**src/sv/i2c_master_command_engine_top_assert.svh**
```systemverilog
// Assertion macros shared by the command engine modules.
`ifndef I2C_MASTER_COMMAND_ENGINE_TOP_ASSERT_SVH
`define I2C_MASTER_COMMAND_ENGINE_TOP_ASSERT_SVH

// Checked on every edge outside reset.
`define I2C_MCE_ASSERT(label, prop, msg) \
  label: assert property (@(posedge clk) disable iff (rst) prop) else $error(msg);

// Checked on every edge, reset included.
`define I2C_MCE_ASSERT_ALWAYS(label, prop, msg) \
  label: assert property (@(posedge clk) prop) else $error(msg);

`endif

```
**src/sv/i2c_mce_pkg.sv**
```systemverilog
// Shared types and constants for the I2C master command engine.
package i2c_mce_pkg;

  localparam int READ_BYTES = 4;
  localparam int BYTE_IDX_W = 3;
  localparam logic [BYTE_IDX_W-1:0] LAST_BYTE = BYTE_IDX_W'(READ_BYTES - 1);

  localparam int QDEPTH = 4;
  localparam int QPTR_W = $clog2(QDEPTH);
  localparam int QCNT_W = $clog2(QDEPTH + 1);

  localparam int PADDR_W = 3;
  localparam logic REG_DEVICE_ADDRESS = 1'b0;
  localparam logic REG_PHASE_TICKS    = 1'b1;

  localparam logic [6:0] DEVICE_ADDRESS_RST = 7'd88;
  localparam logic [9:0] PHASE_TICKS_RST    = 10'd50;

  localparam logic [1:0] ACT_TICK  = 2'd0;
  localparam logic [1:0] ACT_WRITE = 2'd1;
  localparam logic [1:0] ACT_READ  = 2'd2;

  typedef enum logic [1:0] {
    CMD_TICK  = 2'd0,
    CMD_WRITE = 2'd1,
    CMD_READ  = 2'd2
  } cmd_kind_t;

  typedef enum logic [3:0] {
    PH_IDLE      = 4'd0,
    PH_START_A   = 4'd1,
    PH_START_B   = 4'd2,
    PH_WBIT_LOW  = 4'd3,
    PH_WBIT_HIGH = 4'd4,
    PH_WACK_LOW  = 4'd5,
    PH_WACK_HIGH = 4'd6,
    PH_RBIT_LOW  = 4'd7,
    PH_RBIT_HIGH = 4'd8,
    PH_MACK_LOW  = 4'd9,
    PH_MACK_HIGH = 4'd10,
    PH_STOP_A    = 4'd11,
    PH_STOP_B    = 4'd12
  } phase_t;

  typedef struct packed {
    cmd_kind_t   kind;
    logic [15:0] command;
    logic        sda;
  } q_entry_t;

  typedef struct packed {
    logic [6:0] device_address;
    logic [9:0] phase_ticks;
  } cfg_t;

  typedef struct packed {
    logic        scl_level;
    logic        sda_pull_low;
    logic        busy_res;
    logic        done_res;
    logic [31:0] read_word;
    logic        nack_seen;
  } result_t;

endpackage

```
**src/sv/i2c_mce_if.sv**
```systemverilog
// Request and result channel interfaces of the command engine.
interface i2c_mce_in_if;
  logic       valid;
  logic       ready;
  logic [1:0] action;
  logic [7:0] cmd_high;
  logic [7:0] cmd_low;
  logic       sda_in;

  modport source (output valid, action, cmd_high, cmd_low, sda_in, input ready);
  modport sink   (input valid, action, cmd_high, cmd_low, sda_in, output ready);
endinterface

interface i2c_mce_out_if;
  logic        valid;
  logic        ready;
  logic        scl_level;
  logic        sda_pull_low;
  logic        busy_res;
  logic        done_res;
  logic [31:0] read_word;
  logic        nack_seen;

  modport source (output valid, scl_level, sda_pull_low, busy_res, done_res, read_word,
                  nack_seen, input ready);
  modport sink   (input valid, scl_level, sda_pull_low, busy_res, done_res, read_word,
                  nack_seen, output ready);
endinterface

```
**src/sv/i2c_master_command_engine_top.sv**
```systemverilog
// Top level of the I2C master command engine: register port, front end, queue, sequencer.
//
// Usage: each request on in_ch is one tick of the bus clock base. action selects a plain
// tick, a write command (start, address+W, cmd_high, cmd_low, stop) or a four-byte read
// (start, address+R, four bytes MSB first, ACK on all but the last, stop). sda_in carries
// the sampled SDA level for that tick. Every request yields exactly one result on out_ch
// with the SCL level, the SDA pull-down, busy, a one-result done pulse, the word read so
// far and the NACK flag, all as they stand after that tick.
// Each bus phase lasts phase_ticks ticks (0 acts as 1); device_address sets the slave.
// Both registers sit at APB byte addresses 0 and 4; the user must write them only idle,
// which the block does not enforce. A request passes the queue, then the result register.
// Throughput: one request per cycle while out_ch.ready holds, set by the sequencer.
// Reset clears the sequencer, the four-entry queue and the result valid flag, and loads the
// register defaults (address 88, 50 ticks per phase).
// When the receiver stalls, the result holds, the sequencer stops, and in_ch.ready drops
// once four requests wait in the queue.
module i2c_master_command_engine_top (
  input  logic                             clk,
  input  logic                             rst,
  i2c_mce_in_if.sink                       in_ch,
  i2c_mce_out_if.source                    out_ch,
  input  logic                             psel,
  input  logic                             penable,
  input  logic                             pwrite,
  input  logic [i2c_mce_pkg::PADDR_W-1:0]  paddr,
  input  logic [31:0]                      pwdata,
  output logic [31:0]                      prdata,
  output logic                             pready
);

  i2c_mce_pkg::cfg_t     cfg;
  i2c_mce_pkg::q_entry_t push_entry;
  i2c_mce_pkg::q_entry_t head_entry;
  logic q_push, q_pop, q_full, q_empty;
  logic reg_wr;

  assign pready = 1'b1;
  assign reg_wr = psel & penable & pwrite;

  always_ff @(posedge clk) begin
    if (rst) begin
      cfg.device_address <= i2c_mce_pkg::DEVICE_ADDRESS_RST;
      cfg.phase_ticks    <= i2c_mce_pkg::PHASE_TICKS_RST;
    end else if (reg_wr) begin
      case (paddr[2])
        i2c_mce_pkg::REG_DEVICE_ADDRESS: cfg.device_address <= pwdata[6:0];
        i2c_mce_pkg::REG_PHASE_TICKS:    cfg.phase_ticks    <= pwdata[9:0];
        default: ;
      endcase
    end
  end

  always_comb begin
    case (paddr[2])
      i2c_mce_pkg::REG_DEVICE_ADDRESS: prdata = {25'd0, cfg.device_address};
      i2c_mce_pkg::REG_PHASE_TICKS:    prdata = {22'd0, cfg.phase_ticks};
      default:                         prdata = '0;
    endcase
  end

  i2c_mce_front u_front (
    .in_ch   (in_ch),
    .q_full  (q_full),
    .q_push  (q_push),
    .q_entry (push_entry)
  );

  i2c_mce_fifo u_fifo (
    .clk     (clk),
    .rst     (rst),
    .push    (q_push),
    .wr_data (push_entry),
    .pop     (q_pop),
    .rd_data (head_entry),
    .full    (q_full),
    .empty   (q_empty)
  );

  i2c_mce_seq u_seq (
    .clk     (clk),
    .rst     (rst),
    .cfg     (cfg),
    .q_empty (q_empty),
    .q_entry (head_entry),
    .q_pop   (q_pop),
    .out_ch  (out_ch)
  );

endmodule

```
**src/sv/i2c_mce_front.sv**
```systemverilog
// Request front end: accepts requests, decodes the action and pushes queue entries.
module i2c_mce_front (
  i2c_mce_in_if.sink            in_ch,
  input  logic                  q_full,
  output logic                  q_push,
  output i2c_mce_pkg::q_entry_t q_entry
);

  i2c_mce_pkg::cmd_kind_t kind;

  // Unused action code falls through to a plain tick.
  always_comb begin
    case (in_ch.action)
      i2c_mce_pkg::ACT_WRITE: kind = i2c_mce_pkg::CMD_WRITE;
      i2c_mce_pkg::ACT_READ:  kind = i2c_mce_pkg::CMD_READ;
      default:                kind = i2c_mce_pkg::CMD_TICK;
    endcase
  end

  assign in_ch.ready     = ~q_full;
  assign q_push          = in_ch.valid & ~q_full;
  assign q_entry.kind    = kind;
  assign q_entry.command = {in_ch.cmd_high, in_ch.cmd_low};
  assign q_entry.sda     = in_ch.sda_in;

endmodule

```
**src/sv/i2c_mce_fifo.sv**
```systemverilog
// Short request queue between the front end and the bus sequencer.
`include "i2c_master_command_engine_top_assert.svh"

module i2c_mce_fifo (
  input  logic                  clk,
  input  logic                  rst,
  input  logic                  push,
  input  i2c_mce_pkg::q_entry_t wr_data,
  input  logic                  pop,
  output i2c_mce_pkg::q_entry_t rd_data,
  output logic                  full,
  output logic                  empty
);

  i2c_mce_pkg::q_entry_t mem [i2c_mce_pkg::QDEPTH];
  logic [i2c_mce_pkg::QPTR_W-1:0] wr_ptr;
  logic [i2c_mce_pkg::QPTR_W-1:0] rd_ptr;
  logic [i2c_mce_pkg::QCNT_W-1:0] count;

  localparam logic [i2c_mce_pkg::QPTR_W-1:0] PTR_LAST =
    i2c_mce_pkg::QPTR_W'(i2c_mce_pkg::QDEPTH - 1);
  localparam logic [i2c_mce_pkg::QCNT_W-1:0] CNT_FULL =
    i2c_mce_pkg::QCNT_W'(i2c_mce_pkg::QDEPTH);

  assign full    = (count == CNT_FULL);
  assign empty   = (count == '0);
  assign rd_data = mem[rd_ptr];

  always_ff @(posedge clk) begin
    if (push) begin
      mem[wr_ptr] <= wr_data;
    end
  end

  always_ff @(posedge clk) begin
    if (rst) begin
      wr_ptr <= '0;
      rd_ptr <= '0;
      count  <= '0;
    end else begin
      if (push) begin
        wr_ptr <= (wr_ptr == PTR_LAST) ? '0 : wr_ptr + 1'b1;
      end
      if (pop) begin
        rd_ptr <= (rd_ptr == PTR_LAST) ? '0 : rd_ptr + 1'b1;
      end
      case ({push, pop})
        2'b10:   count <= count + 1'b1;
        2'b01:   count <= count - 1'b1;
        default: count <= count;
      endcase
    end
  end

  `I2C_MCE_ASSERT(a_no_overflow, push |-> !full, "push into full queue")
  `I2C_MCE_ASSERT(a_no_underflow, pop |-> !empty, "pop from empty queue")
  `I2C_MCE_ASSERT_ALWAYS(a_count_range, rst || count <= CNT_FULL, "queue count out of range")

endmodule

```
**src/sv/i2c_mce_seq.sv**
```systemverilog
// Bus sequencer: runs one queued request per cycle while its result is taken, and registers it.
`include "i2c_master_command_engine_top_assert.svh"

module i2c_mce_seq (
  input  logic                  clk,
  input  logic                  rst,
  input  i2c_mce_pkg::cfg_t     cfg,
  input  logic                  q_empty,
  input  i2c_mce_pkg::q_entry_t q_entry,
  output logic                  q_pop,
  i2c_mce_out_if.source         out_ch
);

  i2c_mce_pkg::phase_t phase, phase_next;
  logic [9:0]  tick_count, tick_count_next;
  logic [3:0]  bit_index, bit_index_next;
  logic [i2c_mce_pkg::BYTE_IDX_W-1:0] byte_index, byte_index_next;
  logic [7:0]  shift_byte, shift_byte_next;
  logic [31:0] gathered_word, gathered_word_next;
  logic        is_read, is_read_next;
  logic [15:0] saved_command, saved_command_next;
  logic        nack_flag, nack_flag_next;
  logic        done_next;

  i2c_mce_pkg::result_t res, res_next;
  logic res_valid;

  logic [9:0]  phase_len;
  logic [10:0] tick_inc;
  logic        tick_end;
  logic [3:0]  bit_inc;
  logic        master_ack;

  assign q_pop     = ~q_empty & (~res_valid | out_ch.ready);
  assign phase_len = (cfg.phase_ticks == '0) ? 10'd1 : cfg.phase_ticks;
  assign tick_inc  = {1'b0, tick_count} + 11'd1;
  assign tick_end  = (tick_inc >= {1'b0, phase_len});
  assign bit_inc   = bit_index + 4'd1;

  // Next state of the sequencer for the request at the head of the queue.
  always_comb begin
    phase_next         = phase;
    tick_count_next    = tick_count;
    bit_index_next     = bit_index;
    byte_index_next    = byte_index;
    shift_byte_next    = shift_byte;
    gathered_word_next = gathered_word;
    is_read_next       = is_read;
    saved_command_next = saved_command;
    nack_flag_next     = nack_flag;
    done_next          = 1'b0;
    if (phase == i2c_mce_pkg::PH_IDLE) begin
      if (q_entry.kind != i2c_mce_pkg::CMD_TICK) begin
        is_read_next       = (q_entry.kind == i2c_mce_pkg::CMD_READ);
        saved_command_next = q_entry.command;
        nack_flag_next     = 1'b0;
        if (q_entry.kind == i2c_mce_pkg::CMD_READ) begin
          gathered_word_next = '0;
        end
        tick_count_next = '0;
        bit_index_next  = '0;
        byte_index_next = '0;
        shift_byte_next = '0;
        phase_next      = i2c_mce_pkg::PH_START_A;
      end
    end else if (!tick_end) begin
      tick_count_next = tick_inc[9:0];
    end else begin
      tick_count_next = '0;
      case (phase)
        i2c_mce_pkg::PH_START_A: phase_next = i2c_mce_pkg::PH_START_B;
        i2c_mce_pkg::PH_START_B: begin
          shift_byte_next = {cfg.device_address, is_read};
          byte_index_next = '0;
          bit_index_next  = '0;
          phase_next      = i2c_mce_pkg::PH_WBIT_LOW;
        end
        i2c_mce_pkg::PH_WBIT_LOW: phase_next = i2c_mce_pkg::PH_WBIT_HIGH;
        i2c_mce_pkg::PH_WBIT_HIGH: begin
          shift_byte_next = {shift_byte[6:0], 1'b0};
          bit_index_next  = bit_inc;
          phase_next      = bit_inc[3] ? i2c_mce_pkg::PH_WACK_LOW : i2c_mce_pkg::PH_WBIT_LOW;
        end
        i2c_mce_pkg::PH_WACK_LOW: phase_next = i2c_mce_pkg::PH_WACK_HIGH;
        i2c_mce_pkg::PH_WACK_HIGH: begin
          if (q_entry.sda) begin
            nack_flag_next = 1'b1;
          end
          bit_index_next = '0;
          if (is_read) begin
            byte_index_next = '0;
            shift_byte_next = '0;
            phase_next      = i2c_mce_pkg::PH_RBIT_LOW;
          end else begin
            byte_index_next = byte_index + 1'b1;
            if (byte_index == i2c_mce_pkg::BYTE_IDX_W'(0)) begin
              shift_byte_next = saved_command[15:8];
              phase_next      = i2c_mce_pkg::PH_WBIT_LOW;
            end else if (byte_index == i2c_mce_pkg::BYTE_IDX_W'(1)) begin
              shift_byte_next = saved_command[7:0];
              phase_next      = i2c_mce_pkg::PH_WBIT_LOW;
            end else begin
              phase_next = i2c_mce_pkg::PH_STOP_A;
            end
          end
        end
        i2c_mce_pkg::PH_RBIT_LOW: phase_next = i2c_mce_pkg::PH_RBIT_HIGH;
        i2c_mce_pkg::PH_RBIT_HIGH: begin
          shift_byte_next = {shift_byte[6:0], q_entry.sda};
          bit_index_next  = bit_inc;
          phase_next      = bit_inc[3] ? i2c_mce_pkg::PH_MACK_LOW : i2c_mce_pkg::PH_RBIT_LOW;
        end
        i2c_mce_pkg::PH_MACK_LOW: phase_next = i2c_mce_pkg::PH_MACK_HIGH;
        i2c_mce_pkg::PH_MACK_HIGH: begin
          gathered_word_next = {gathered_word[23:0], shift_byte};
          if (byte_index == i2c_mce_pkg::LAST_BYTE) begin
            phase_next = i2c_mce_pkg::PH_STOP_A;
          end else begin
            byte_index_next = byte_index + 1'b1;
            bit_index_next  = '0;
            shift_byte_next = '0;
            phase_next      = i2c_mce_pkg::PH_RBIT_LOW;
          end
        end
        i2c_mce_pkg::PH_STOP_A: phase_next = i2c_mce_pkg::PH_STOP_B;
        i2c_mce_pkg::PH_STOP_B: begin
          phase_next = i2c_mce_pkg::PH_IDLE;
          done_next  = 1'b1;
        end
        default: phase_next = i2c_mce_pkg::PH_IDLE;
      endcase
    end
  end

  // Pin levels and status as they stand after this request.
  assign master_ack = (byte_index_next != i2c_mce_pkg::LAST_BYTE);

  always_comb begin
    res_next.busy_res  = (phase_next != i2c_mce_pkg::PH_IDLE);
    res_next.done_res  = done_next;
    res_next.read_word = gathered_word_next;
    res_next.nack_seen = nack_flag_next;
    case (phase_next)
      i2c_mce_pkg::PH_START_A:   {res_next.scl_level, res_next.sda_pull_low} = 2'b11;
      i2c_mce_pkg::PH_START_B:   {res_next.scl_level, res_next.sda_pull_low} = 2'b01;
      i2c_mce_pkg::PH_WBIT_LOW:  {res_next.scl_level, res_next.sda_pull_low} =
                                   {1'b0, ~shift_byte_next[7]};
      i2c_mce_pkg::PH_WBIT_HIGH: {res_next.scl_level, res_next.sda_pull_low} =
                                   {1'b1, ~shift_byte_next[7]};
      i2c_mce_pkg::PH_WACK_LOW:  {res_next.scl_level, res_next.sda_pull_low} = 2'b00;
      i2c_mce_pkg::PH_WACK_HIGH: {res_next.scl_level, res_next.sda_pull_low} = 2'b10;
      i2c_mce_pkg::PH_RBIT_LOW:  {res_next.scl_level, res_next.sda_pull_low} = 2'b00;
      i2c_mce_pkg::PH_RBIT_HIGH: {res_next.scl_level, res_next.sda_pull_low} = 2'b10;
      i2c_mce_pkg::PH_MACK_LOW:  {res_next.scl_level, res_next.sda_pull_low} = {1'b0, master_ack};
      i2c_mce_pkg::PH_MACK_HIGH: {res_next.scl_level, res_next.sda_pull_low} = {1'b1, master_ack};
      i2c_mce_pkg::PH_STOP_A:    {res_next.scl_level, res_next.sda_pull_low} = 2'b01;
      i2c_mce_pkg::PH_STOP_B:    {res_next.scl_level, res_next.sda_pull_low} = 2'b11;
      default:                   {res_next.scl_level, res_next.sda_pull_low} = 2'b10;
    endcase
  end

  always_ff @(posedge clk) begin
    if (rst) begin
      phase         <= i2c_mce_pkg::PH_IDLE;
      tick_count    <= '0;
      bit_index     <= '0;
      byte_index    <= '0;
      shift_byte    <= '0;
      gathered_word <= '0;
      is_read       <= 1'b0;
      saved_command <= '0;
      nack_flag     <= 1'b0;
      res_valid     <= 1'b0;
    end else begin
      if (q_pop) begin
        phase         <= phase_next;
        tick_count    <= tick_count_next;
        bit_index     <= bit_index_next;
        byte_index    <= byte_index_next;
        shift_byte    <= shift_byte_next;
        gathered_word <= gathered_word_next;
        is_read       <= is_read_next;
        saved_command <= saved_command_next;
        nack_flag     <= nack_flag_next;
        res_valid     <= 1'b1;
      end else if (out_ch.ready) begin
        res_valid <= 1'b0;
      end
    end
  end

  always_ff @(posedge clk) begin
    if (q_pop) begin
      res <= res_next;
    end
  end

  assign out_ch.valid        = res_valid;
  assign out_ch.scl_level    = res.scl_level;
  assign out_ch.sda_pull_low = res.sda_pull_low;
  assign out_ch.busy_res     = res.busy_res;
  assign out_ch.done_res     = res.done_res;
  assign out_ch.read_word    = res.read_word;
  assign out_ch.nack_seen    = res.nack_seen;

  `I2C_MCE_ASSERT(a_done_not_busy, res_valid && res.done_res |-> !res.busy_res,
                  "done reported while still busy")
  `I2C_MCE_ASSERT(a_busy_matches_phase,
                  res_valid |-> (res.busy_res == (phase != i2c_mce_pkg::PH_IDLE)),
                  "busy flag out of step with bus phase")
  `I2C_MCE_ASSERT(a_idle_tick_clear, phase == i2c_mce_pkg::PH_IDLE |-> tick_count == '0,
                  "tick counter running while idle")
  `I2C_MCE_ASSERT(a_bit_index_range, !bit_index[3] || bit_index[2:0] == 3'd0,
                  "bit index past eight")

endmodule
```
**src/flat_wrapper.sv**
```systemverilog
// flat-port wrapper written by rule: the top's interface ports become plain ports
module i2c_master_command_engine_top_flat 
  (clk, rst, psel, penable, pwrite, paddr, pwdata, prdata, pready, in_ch_valid, in_ch_action, in_ch_cmd_high, in_ch_cmd_low, in_ch_sda_in, in_ch_ready, out_ch_valid, out_ch_scl_level, out_ch_sda_pull_low, out_ch_busy_res, out_ch_done_res, out_ch_read_word, out_ch_nack_seen, out_ch_ready);
  i2c_mce_in_if in_ch_i ();
  i2c_mce_out_if out_ch_i ();
  input  logic clk;
  input  logic rst;
  input  logic psel;
  input  logic penable;
  input  logic pwrite;
  input  logic [i2c_mce_pkg::PADDR_W-1:0] paddr;
  input  logic [31:0] pwdata;
  output logic [31:0] prdata;
  output logic pready;
  input wire logic [$bits(in_ch_i.valid)-1:0] in_ch_valid;
  input wire logic [$bits(in_ch_i.action)-1:0] in_ch_action;
  input wire logic [$bits(in_ch_i.cmd_high)-1:0] in_ch_cmd_high;
  input wire logic [$bits(in_ch_i.cmd_low)-1:0] in_ch_cmd_low;
  input wire logic [$bits(in_ch_i.sda_in)-1:0] in_ch_sda_in;
  output wire logic [$bits(in_ch_i.ready)-1:0] in_ch_ready;
  output wire logic [$bits(out_ch_i.valid)-1:0] out_ch_valid;
  output wire logic [$bits(out_ch_i.scl_level)-1:0] out_ch_scl_level;
  output wire logic [$bits(out_ch_i.sda_pull_low)-1:0] out_ch_sda_pull_low;
  output wire logic [$bits(out_ch_i.busy_res)-1:0] out_ch_busy_res;
  output wire logic [$bits(out_ch_i.done_res)-1:0] out_ch_done_res;
  output wire logic [$bits(out_ch_i.read_word)-1:0] out_ch_read_word;
  output wire logic [$bits(out_ch_i.nack_seen)-1:0] out_ch_nack_seen;
  input wire logic [$bits(out_ch_i.ready)-1:0] out_ch_ready;
  assign in_ch_i.valid = in_ch_valid;
  assign in_ch_i.action = in_ch_action;
  assign in_ch_i.cmd_high = in_ch_cmd_high;
  assign in_ch_i.cmd_low = in_ch_cmd_low;
  assign in_ch_i.sda_in = in_ch_sda_in;
  assign in_ch_ready = in_ch_i.ready;
  assign out_ch_valid = out_ch_i.valid;
  assign out_ch_scl_level = out_ch_i.scl_level;
  assign out_ch_sda_pull_low = out_ch_i.sda_pull_low;
  assign out_ch_busy_res = out_ch_i.busy_res;
  assign out_ch_done_res = out_ch_i.done_res;
  assign out_ch_read_word = out_ch_i.read_word;
  assign out_ch_nack_seen = out_ch_i.nack_seen;
  assign out_ch_i.ready = out_ch_ready;
  i2c_master_command_engine_top u_core (.clk(clk), .rst(rst), .in_ch(in_ch_i), .out_ch(out_ch_i), .psel(psel), .penable(penable), .pwrite(pwrite), .paddr(paddr), .pwdata(pwdata), .prdata(prdata), .pready(pready));
endmodule
```
**config.mk**
```make
export PLATFORM = sky130hd
export DESIGN_NAME = i2c_master_command_engine_top_flat
export DESIGN_NICKNAME = d
export VERILOG_FILES = /design/src/sv/i2c_mce_pkg.sv /design/src/sv/i2c_mce_if.sv /design/src/sv/i2c_master_command_engine_top.sv /design/src/sv/i2c_mce_front.sv /design/src/sv/i2c_mce_fifo.sv /design/src/sv/i2c_mce_seq.sv /design/src/flat_wrapper.sv
export VERILOG_INCLUDE_DIRS = /design/src /design/src/sv
export SDC_FILE = /design/constraint.sdc
export NUM_CORES = 1
export LEC_CHECK = 0
export ABC_AREA = 1
export CORE_MARGIN = 1.5
export CORE_UTILIZATION = 30
export CTS_CLUSTER_SIZE = 12
export DETAILED_ROUTE_END_ITERATION = 12
export DONT_BUFFER_PORTS = 1
export SLEW_MARGIN = 10
export SYNTH_ARGS = -nofsm -noshare
export SYNTH_HDL_FRONTEND = slang
export SYNTH_HIERARCHICAL = 1
export SYNTH_SLANG_ARGS = --single-unit
```
**constraint.sdc**
```tcl
create_clock -name clk -period 4.2 [get_ports clk]
set_clock_uncertainty 0.05 [all_clocks]
set_input_delay 0.42 -clock clk [delete_from_list [all_inputs] [get_ports clk]]
set_output_delay 0.42 -clock clk [all_outputs]
set_load 0.01 [all_outputs]
```
-- Word level (Yosys, flattened, before mapping)
Memory sizes are Yosys's and may differ from the RTL's. A register that Yosys moved wholly into a read port is not among the register bits.
Index checks and enable logic that the tools add are counted.
- order comparisons: 1
- muxes and demuxes: 56
- reduce and logical (&&, ||, !) cells: 23
- $add $sub $neg: 7
- equality and inequality tests: 36
- bitwise gates (word level): 11
- operators by type and width (kind ; number):
    $mux 32 ; 5
    $pmux 32 s2 ; 1
    $mux 8 ; 7
    $mux 4 ; 12
    $pmux 4 s11 ; 1
    $mux 10 ; 4
    $pmux 8 s5 ; 1
    $eq 4x4->1 const B ; 9
    $eq 4x3->1 const B ; 7
    $mux 3 ; 6
    $eq 4x2->1 const B ; 4
    $pmux 2 s7 ; 1
    $pmux 4 s3 ; 1
    $reduce_or 2->1 ; 6
    $add 10x1->11 const B ; 1
    $ge 11x10->1 ; 1
    $eq 2x2->1 const B ; 5
    $logic_not 10->1 ; 1
    $mux 1 ; 10
    $pmux 3 s3 ; 1
    $eq 4x1->1 const B ; 2
    $mux 2 ; 4
    $reduce_bool 2->1 ; 4
    $reduce_bool 4->1 ; 2
    24 further kinds ; 38
- flip-flop bits (word level): 141
- bits in writable memories: 76
- output and inout port bits: 72
- memories kept: 1
- logic and storage cells: 157
- input port bits: 61
- memory list (memory ; words ; width ; rd ports ; clocked after memory_dff ; write ports ; line ; RTL):
    u_core.u_fifo.mem ; 4 ; 19 ; 1 ; 1 ; 1 ; i2c_mce_fifo.sv:15 ; i2c_mce_pkg::q_entry_t mem [i2c_mce_pkg::QDEPTH];

-- Depth between registers and ports, before layout
- word-level depth: 10
- depth in mapped cells: 23

-- By module
The synthesis kept the hierarchy.
- modules (own cells, without submodules) (module ; area each (um^2) ; cells each ; instances):
    i2c_mce_seq ; 5944.5 ; 743 ; 1
    i2c_mce_fifo ; 3316.9 ; 244 ; 1
    i2c_master_command_engine_top ; 1008.5 ; 155 ; 1
    i2c_mce_front ; 153.9 ; 24 ; 1

-- Worst setup path after synthesis
No wires, ideal clock.
- kind: input to register
- from: input out_ch_ready
- to: register u_core/u_fifo/count[2] (netlist bit)
- path slack: 0.972 ns
- stages: 12
- data arrival time: 3.068 ns
- path buffers: 1
- required time: 4.040 ns
- cells stage by stage: inv_1 a21oi_2 clkbuf_1 ha_1 inv_1 fa_1 inv_1 nand2_1 nand3_1 nand2_1 inv_1 nor2_1
- word-level cells in the longest chain between the ends: 4
- ends and longest elaborated chain (element ; line ; RTL):
    from (decl) ; flat_wrapper.sv:28 ; input wire logic [$bits(out_ch_i.ready)-1:0] out_ch_ready;
    $or 1x1->1 * ; i2c_mce_seq.sv:34 ; assign q_pop = ~q_empty & (~res_valid | out_ch.ready);
    $and 1x1->1 * ; i2c_mce_seq.sv:34 ;
    net u_core.q_pop ; i2c_master_command_engine_top.sv:34 ; logic q_push, q_pop, q_full, q_empty;
    $eq 2x1->1 / $eq 2x2->1 (equally long branches) ; i2c_mce_fifo.sv:47 ; case ({push, pop})
    $pmux 3 s2 / $reduce_bool 2->1 (equally long branches) ; n/a ;
    to (signal assigned) ; i2c_mce_fifo.sv:48 ; 2'b10: count <= count + 1'b1;
    to (signal assigned) ; i2c_mce_fifo.sv:49 ; 2'b01: count <= count - 1'b1;
    to (signal assigned) ; i2c_mce_fifo.sv:50 ; default: count <= count;
    to (decl) ; i2c_mce_fifo.sv:18 ; logic [i2c_mce_pkg::QCNT_W-1:0] count;
Mark *: on every way through the listed nets, which the timed path passes. The rest lies on a longest branch.
A chain may end at the register's enable or synchronous reset.

-- Final worst setup path
- from: register u_core.u_seq.tick_count[0]
- to: register u_core.u_seq.gathered_word[14]
- word-level cells in the longest chain between the ends: 4
- ends and longest elaborated chain (element ; line ; RTL):
    from (decl) ; i2c_mce_seq.sv:15 ; logic [9:0] tick_count, tick_count_next;
    from (signal assigned) ; i2c_mce_seq.sv:177 ; tick_count <= tick_count_next;
    $add 10x1->11 ; i2c_mce_seq.sv:36 ; assign tick_inc = {1'b0, tick_count} + 11'd1;
    $ge 11x10->1 ; i2c_mce_seq.sv:37 ; assign tick_end = (tick_inc >= {1'b0, phase_len});
    $mux 32 ; i2c_mce_seq.sv:66 ; end else if (!tick_end) begin
    $mux 32 ; i2c_mce_seq.sv:52 ; if (phase == i2c_mce_pkg::PH_IDLE) begin
    net u_core.u_seq.gathered_word_next[14] ; i2c_mce_seq.sv:19 ; logic [31:0] gathered_word, gathered_word_next;
    to (signal assigned) ; i2c_mce_seq.sv:181 ; gathered_word <= gathered_word_next;
    to (decl) ; i2c_mce_seq.sv:19 ;
The timed path passes the listed nets, and every way through them passes these cells.

==> flow_summary.json <==
{
  "status": "completed",
  "final_net_count": 1241,
  "cp_cell_sequence": "nand3_1, nand3b_1, nor2_1, a21oi_1, or2_2, inv_1, ha_1, nand2_1, nor2_1, nand2_1, nand2_1, nand2_1, nand3_4, nand2_2, buf_4, o22ai_1, o21ai_0, inv_1",
  "critPathBufInv": 3,
  "fin_crit_sh_pct": 84.6,
  "power.total_mw": 7.53,
  "final.fill_count": 3547,
  "antenna_cells": 0,
  "slowest_stage": "dfxtp_1",
  "p_switching_mw": 2.75,
  "cts.sinks": 219,
  "cts_resized": 0,
  "drv_cap": 0,
  "grt_usage_pct": 12.9,
  "start_util_pct": 30.3,
  "cp_data_arrival_time_ps": 3910,
  "yosysWarnings": 6,
  "setup_tns_ps": 0,
  "grt_max_degree": 65,
  "synth-seq-cells": 219,
  "crit_type": "reg -> reg",
  "clk_latency_ps": 520,
  "worstSetupStartpointType": "register",
  "ir_drop_mv": 0.369,
  "crit_top_cell": "nand2_1",
  "ctsHtreeMaxLevel": 1,
  "p_per_area_nw_per_um2": 653,
  "path_max_fanout": 31,
  "via_per_inst": 4.61,
  "slew_headroom_pct": 34.3,
  "grt_pass1_vias": 7156,
  "cts_made_buffers": 24,
  "dp_hpwl_um": 15700,
  "finalCriticalPeriod_ps": 3550,
  "fmax_ghz": 0.281,
  "power_frac_seq_pct": 43.1,
  "critical-path-top-delay-family": "simple AND/OR/NAND/NOR gates",
  "drcViolationCount": 0,
  "synth_edf_count": 113,
  "yosys-top-cells-count": "inv_1, nand2_1, nor2_1, edfxtp_1, o21ai_0",
  "drt_iter0_drc": 519,
  "wl_um": 23400,
  "synth.most_common_cell": "inv_1",
  "p_sw_share_pct": 36.5,
  "ant_nets": 0,
  "grt_pass1_wl_um": 37300,
  "utilization_pct": 33.5,
  "syn-instance-count": 1166,
  "clkTransAtPathRegs_ps": 60,
  "netlist-cell-type-count": 48,
  "dp_slack_ps": 669,
  "hold_path.class": "in -> reg",
  "multi_input_area_sq_um": 3750,
  "clockBufferDepth": 3,
  "io_buffers": 0,
  "p_leak_nw": 4.80,
  "finalWorstSetupSlack_ps": 645,
  "antenna_found_initial": 0,
  "drive_gt1_share_pct": 7.50,
  "dr.pass1.iters": 5,
  "internal_power_mw": 4.78,
  "hold_viol_final": 0,
  "required_ps": 4550,
  "rsz0062_at_grt": "no",
  "syn_area_per_cell_sq_um": 8.94,
  "via_count": 7515,
  "die_w_um": 189,
  "synth-async-reset-ratio_pct": 0,
  "netlist_area_sq_um": 10400,
  "synth_top_area_share_pct": 32.6,
  "dieArea_sq_um": 35900,
  "synth_flop_cell": "edfxtp_1",
  "die_h_um": 189,
  "regArea_sq_um": 5520,
  "rows": 68,
  "wire_per_inst_um": 14.4,
  "slowest_delay_ps": 420,
  "yosys.area.top_type": "edfxtp_1",
  "ios": 133,
  "cts_tree": "yes",
  "p_comb_share_pct": 29.3,
  "worst_pin_slew_ps": 982,
  "overflow": 0,
  "synth.area.top_cells": "edfxtp_1, dfxtp_1, inv_1",
  "core_sq_um": 34400,
  "crit_path_end_kind": "register",
  "finalSetupViolCount": 0,
  "area_growth_syn_to_layout_pct": 10.6,
  "synth_seq_area_share_pct": 52.9,
  "drv_slew": 0,
  "place_congestion": 0.891,
  "power_frac_clock_pct": 27.6,
  "root_buffer": "clkbuf_16"
}
-- power groups by stage --
stage	Combinational, mW	Clock [mW]	Sequential (mW)
global placement	2.13	0	3.30
CTS	2.21	2.14	3.27
finish	2.20	2.08	3.25
global route	2.50	2.23	3.31
detailed placement	2.17	0	3.31
floorplan	1.81	0	3.19
-- sequential cells by signal (all words and copies together) (netlist names), 2 cells and up, named ones only --
register	flops
u_core/cfg	17
u_core/u_fifo/count	3
u_core/u_fifo/mem	76
u_core/u_fifo/rd_ptr	2
u_core/u_fifo/wr_ptr	2
u_core/u_seq/bit_index	4
u_core/u_seq/byte_index	3
u_core/u_seq/gathered_word	32
u_core/u_seq/out_ch.read_word	32
u_core/u_seq/phase	4
u_core/u_seq/saved_command	16
u_core/u_seq/shift_byte	8
u_core/u_seq/tick_count	10
-- metal layers --
layer | up-vias | GRT usage, % | wire length [um]
met1 | 3487 | 16.0 | 10100
met5 | - | 0 | 0
li1 | 3810 | - | -
met4 | 0 | 4.00 | 563
met3 | 39 | 2.30 | 1120
met2 | 179 | 22.6 | 11600
-- worst paths after layout --
| check | startpoint | end | slack [ps] | depth (start not counted) |
|---|---|---|---|---|
| setup / recovery | u_core/u_seq/tick_count[0] | u_core/u_seq/gathered_word[14] | 650 | 18 |
| hold / removal | paddr[2] | u_core/cfg[3] | 30 | 3 |
| setup reg to reg | u_core/u_seq/tick_count[0] | u_core/u_seq/gathered_word[14] | 650 | 18 |
| hold reg to reg | u_core/u_seq/saved_command[11] | u_core/u_seq/saved_command[11] | 410 | 2 |
-- worst register-to-register path: stages, from the launching register on --
cell and delay (ps):
dfxtp_1 420, nand3_1 140, nand3b_1 190, nor2_1 150, a21oi_1 80, or2_2 270, inv_1 80, ha_1 220
nand2_1 90, nor2_1 50, nand2_1 50, nand2_1 60, nand2_1 250, nand3_4 310, nand2_2 200, buf_4 360
o22ai_1 170, o21ai_0 230, inv_1 60
-- cells in the final DEF (no fill, tap or decap), types with 3 or more instances in the layout --
| cell | count |
|---|---|
| conb_1 | 23 |
| nor3b_1 | 4 |
| o22ai_1 | 50 |
| dfxtp_1 | 106 |
| clkbuf_16 | 25 |
| nand4_1 | 15 |
| o211ai_1 | 8 |
| nor2_1 | 126 |
| xnor2_1 | 3 |
| xor2_1 | 5 |
| a21oi_1 | 66 |
| buf_4 | 6 |
| nand3_1 | 41 |
| nor2_4 | 7 |
| clkbuf_1 | 10 |
| a22oi_1 | 15 |
| inv_2 | 9 |
| ha_1 | 23 |
| o21ai_2 | 3 |
| o21ai_0 | 112 |
| clkinv_1 | 3 |
| o21ai_1 | 7 |
| inv_1 | 159 |
| nor3_1 | 5 |
| clkinv_2 | 3 |
| nand3_2 | 4 |
| nand2_2 | 6 |
| dlygate4sd3_1 | 23 |
| edfxtp_1 | 113 |
| nor2_2 | 7 |
| nand2_4 | 4 |
| nand2_1 | 159 |
-- per-stage QoR --
step | hold slack (ps) | cell area (sq um) | cells
after global routing | 4.44 | 11500 | 1629
after detailed placement | 404 | 10500 | 1562
final | 28.4 | 11500 | 1629
after global placement | 396 | 10500 | 1562
after floorplan | 375 | 10500 | 1187
after CTS | 8.57 | 11500 | 1629
-- kinds of logic (layout without fill, tap and decap cells) --
logic type | Yosys count | after routing | share of synthesized area, %
buffers and inverters | 257 | 244 | 11.9
DFF | 219 | 219 | 52.9
other | 2 | 23 | 0.0720
AOI/OAI and AO/OA | 269 | 269 | 14.6
xor gates and xnor gates | 8 | 8 | 0.672
and+or+nand+nor | 387 | 387 | 16.9
adders and majority gates | 24 | 24 | 2.95
-- cell type report --
class	instances	area share, %
flip-flops and latches	219	47.8
clock buffers	37	5.99
repair buffers	29	2.39
clock inverters	7	0.738
well taps	455	4.94
inverters	171	5.59
multi-input cells	711	32.5
-- what timing repair did --
action                    CTS  global route
setup buffers               0             0
hold endpoints to repair   96             0
hold buffers               23             0
No activity file was read; power rests on OpenSTA's default activity.
